[src/rtl/core/ast_ram.sv]
`default_nettype none

module ast_ram #(
  parameter int WIDTH = 8,
  parameter int DEPTH = 16
) (
  input  logic                                        clk,
  input  logic                                        we,
  input  logic [((DEPTH > 1) ? $clog2(DEPTH) : 1)-1:0] waddr,
  input  logic [WIDTH-1:0]                            wdata,
  input  logic [((DEPTH > 1) ? $clog2(DEPTH) : 1)-1:0] raddr,
  output logic [WIDTH-1:0]                            rdata
);

  logic [WIDTH-1:0] mem [DEPTH];
  logic [WIDTH-1:0] rdata_r;

  always_ff @(posedge clk) begin
    if (we) begin
      mem[waddr] <= wdata;
    end
    rdata_r <= mem[raddr];
  end

  assign rdata = rdata_r;

endmodule

`default_nettype wire

[config.mk]
export PLATFORM = sky130hd
export DESIGN_NAME = ast_ram
export DESIGN_NICKNAME = d
export VERILOG_FILES = /design/src/rtl/core/ast_ram.sv
export SDC_FILE = /design/constraint.sdc
export NUM_CORES = 1
export LEC_CHECK = 0
export BUFFER_PORTS_ARGS = -buffer_cell sky130_fd_sc_hd__buf_4
export CORE_MARGIN = 4
export CORE_UTILIZATION = 65
export DETAILED_ROUTE_END_ITERATION = 10
export PLACE_DENSITY = 0.84
export SETUP_SLACK_MARGIN = 0.3
export SLEW_MARGIN = 20
export SYNTH_ARGS = -nofsm -noshare
export SYNTH_HDL_FRONTEND = slang
export SYNTH_SLANG_ARGS = --single-unit
[constraint.sdc]
create_clock -name clk -period 3.87 [get_ports clk]
set_clock_uncertainty 0.05 [all_clocks]
set_input_delay 0.774 -clock clk [delete_from_list [all_inputs] [get_ports clk]]
set_output_delay 0.774 -clock clk [all_outputs]
set_load 0.03 [all_outputs]
# After elaboration in Yosys (flattened, before gate mapping)
# Memories as Yosys holds them, arrays and structs flattened. A register that Yosys moved wholly into a read port is not among the register bits.
# Cells that the tools add are included.
# word_totals
register_bits	0
ram_bits	128
input_bits	18
output_inout_bits	8
wordCells	3
n_memories	1
# memory_table
name	depth	word_bits	rd	rd_clocked_by_memory_dff	write_ports	line_no	rtl
mem	16	8	1	1	1	15	logic [WIDTH-1:0] mem [DEPTH];
# op_classes
n_mux	2
# ops
op	n
1-bit 2-to-1 mux	2

# Longest topological paths before layout
# depth
ltp_word	2
ltp_mapped	5
ltp_nobuf	3

# Least setup slack after synthesis
# Ideal clock, no wire load.
# synth_timing
kind	input port to flip-flop
from	input port waddr[2] in the netlist's numbering
to	memory mem[0][0] (enable)
setup_time_ns	0.383
arrival_time_ns	1.884
required_ns	3.437
setup_slack_ns	1.553
cell_stages	2
n_path_buf	0
cell_sequence	or3b_2 nor3_1
# synth_lines
item	line_no	rtl
start, declared	9	input logic [((DEPTH > 1) ? $clog2(DEPTH) : 1)-1:0] waddr,
end, declared	15	
# No word-level cell before the write port.

# Worst setup path in the final report
# layout_timing
from	input port waddr[2] in the netlist's numbering
to	memory mem[2][4] (enable)
# No word-level cell before the write port.

==> reports/results.md <==
| Parameter | This run |
|:---|:---|
| Largest family of logic cells by synthesized area | multiplexers |
| Cell breakdown of the critical path | buf_4 -> or3b_2 -> nor2_1 |
| Top-Level Pins | 26 |
| Worst setup EP type | flop |
| Critical-path top delay cell | sky130_fd_sc_hd__nor2_1 |
| Worst EP arrival | 2080 ps |
| Vias/cell | 6.606 |
| Avg Cell Area, Syn | 22.48 um2 |
| Number of hold-slack violations in the final timing report | 0 |
| Leakage power total | 2.053 nW |
| Routed len/inst | 26.57 um |
| Top area cells in the synthesized netlist | sky130_fd_sc_hd__edfxtp_1, sky130_fd_sc_hd__mux4_2, sky130_fd_sc_hd__mux4_1 |
| Crit-path max FO | 8 |
| Setup repair after global routing missed its margin | no |
| Area share of and/or/nand/nor cells after synthesis | 0.03184 |
| Pin count of the biggest net entering global routing | 33 |
| Required arrival time at the worst endpoint | 3960 ps |
| Cell family with the largest share of critical-path delay | simple AND/OR/NAND/NOR gates |
| Total iterations of the first detailed-routing run | 6 |
| Mapped Area | 5147 um2 |
| Max Transition Viols Final | 0 |
| Clock period minus final worst setup slack | 1986 ps |
| Worst slew slack as a fraction of its limit | 0.3468 |
| Fmax achieved | 503.5 MHz |
| Post-synthesis adder-cell area fraction | 0 |
| Register area share after synthesis | 0.7778 |
| Proportion of synthesized area in mux cells | 0.1502 |
| Cell total after placement | 349 |
| R2r worst-path depth | 3 |
| Power Density | 595.1 nW/um2 |
| Clock tree sinks | 136 |
| Number of distinct library cells after synthesis | 19 |
| Resize count post-CTS | 0 |
| Detailed placement HPWL | 5.769 mm |
| CTS Hold Buffers Added | 0 |
| Largest area contributor in the synthesized netlist | sky130_fd_sc_hd__edfxtp_1 |
| First-pass GRT wire length | 15.73 mm |
| Routability-driven placement congestion ratio | 0.7925 |
| Final period util | 0.5132 |
| Detailed-route DRC error count | 0 |
| Final setup violation count | 0 |
| Xor/xnor share of the synthesized area | 0 |
| Clock latency reported for the late side of the worst-skew pair | 520 ps |
| Critical path class | primary input to flop |
| Area of the placeable core | 7727 um2 |
| Grt total ovfl | 0 |
| Total number of vias | 2517 |
| Height of the chip | 96.99 um |
| Number of cell rows | 32 |
| Area grow syn2layout | 17.74% |
| PortBufs | 25 |
| Result of the run | completed |
| Hold crit path type | primary input to flop |
| Peak ir drop on the vdd network | 0.5238 mV |
| TritonCTS clock tree | yes |
| Area of the die | 9407 um2 |
| Fraction of synthesized cell area taken by the top area cell type | 0.7467 |
| Clock slew at the register clock pins of the worst setup and hold paths | 60 ps |
| R2r setup slk | 2340 ps |
| Initial DRC count | 295 |
| CP peak stage delay | 670 ps |
| Htree depth | 4 |
| Compound-cell area share of the yosys netlist | 0.02333 |
| Setup TNS Final | 0 ps |
| Die span in x | 96.99 um |
| Global router's overall resource usage | 0.2343 |
| TritonCTS Buffers | 17 |
| Final routed wirelength across all metal layers | 10.13 mm |
| Number of buffers and inverters on the critical path | 1 |
| Number of antenna cells inserted | 0 |
| Antenna-violating nets left | 0 |
| Initial antenna violation count | 0 |
| Fraction of layout cells with a size suffix above 1 | 0.2832 |
| Initial core utilization | 0.6661 |
| Count of mapped cells out of synthesis | 229 |
| Postcts setup bufs | 0 |
| Total of warnings raised by yosys | 0 |
| Vias in the first global route | 2538 |
| Utilization after layout | 0.7843 |
| Element type at the critical path start | primary input |
| Hold-critical path depth | 1 |
| Syn Nets | 247 |
| Post-synthesis sequential element count | 136 |
| Max-cap check violation count | 0 |
| Stages on the worst setup path | 3 |
| Root buffer cell | sky130_fd_sc_hd__clkbuf_8 |
| Fin nets | 284 |
| Maximum number of buffers from clock root to sink | 2 |
| Pin slew with the least headroom to its limit | 976.1 ps |
| Final instance count without filler cells | 381 |
[metal layers]
metal	share of wire	vias up	track usage
met3	0.084	20	0.05984
met1	0.40	1286	0.3451
met4	0.019	0	0.1037
met2	0.50	164	0.3381
met5	0	-	0
li1	-	1047	-
[state kept, by name (all words and copies together), names as in the netlist]
| signal | count |
|---|---|
| rdata | 8 |
| mem | 128 |
[power breakdown]
group	internal, W	switching, W	leakage [nW]
Sequential	0.00165	0.0000131	1.22
Clock	0.00119	0.000583	0.322
Combinational	0.0000696	0.000103	0.508
[worst paths after layout]
check / startpoint / to
max: waddr[2] / mem[2][4]
min: wdata[5] / mem[7][5]
max reg2reg: mem[9][1] / rdata[1]
min reg2reg: mem[15][4] / rdata[4]
[per-stage QoR]
stage / instance area (um2) / hold WS (ps) / total power [W] / setup WS, ps
detailed placement: 5404 / 613.0 / 0.001860 / 1363
CTS: 6061 / 493.7 / 0.003616 / 1903
global placement: 5399 / 599.0 / 0.001854 / 1247
global route: 6061 / 517.3 / 0.003711 / 1829
floorplan: 5147 / 579.3 / 0.001788 / 1553
finish: 6061 / 509.0 / 0.003607 / 1884
[synthesized netlist by cell type]
library cell	number
sky130_fd_sc_hd__a22oi_1	16
sky130_fd_sc_hd__mux4_1	14
sky130_fd_sc_hd__or3b_2	1
sky130_fd_sc_hd__nand3_1	1
sky130_fd_sc_hd__buf_6	3
sky130_fd_sc_hd__buf_2	3
sky130_fd_sc_hd__buf_4	1
sky130_fd_sc_hd__edfxtp_1	128
sky130_fd_sc_hd__mux4_2	18
sky130_fd_sc_hd__and2_1	1
sky130_fd_sc_hd__clkdlybuf4s25_2	3
sky130_fd_sc_hd__nor2_1	13
sky130_fd_sc_hd__nand3b_1	2
sky130_fd_sc_hd__nor3_1	4
sky130_fd_sc_hd__nor2b_1	1
sky130_fd_sc_hd__and2b_1	1
sky130_fd_sc_hd__nand2b_1	2
sky130_fd_sc_hd__nand2_1	9
sky130_fd_sc_hd__dfxtp_1	8
[cell usage in the layout (no fill, tap or decap), drive strengths merged, types with 2 or more instances in the layout]
master	instances
edfxtp	128
mux4	32
buf	28
clkbuf	19
a22oi	16
nor2	13
nand2	9
dfxtp	8
bufinv	6
clkinv	6
nor3	4
nand3b	2
nand2b	2
[worst reg2reg max path: stages, from the launching register on]
cell and delay [ps]:
sky130_fd_sc_hd__edfxtp_1 410, sky130_fd_sc_hd__mux4_1 570, sky130_fd_sc_hd__a22oi_1 280, sky130_fd_sc_hd__nand2_1 100
[kinds of logic after synthesis]
group,count (synthesis)
multiplexers,32
AO/OA/AOI/OAI,16
flip-flops,136
AND/OR/NAND/NOR,35
buffers and inverters,10
[final cells by class]
type,instances,area [um2]
fill,376,1667
sequential,136,4004
timing repair buffer,28,210.2
clock inverter,13,225.2
clock buffer,19,431.7
tap,102,127.6
multi-input combinational,83,1062
(Power assumes the default switching activity.)
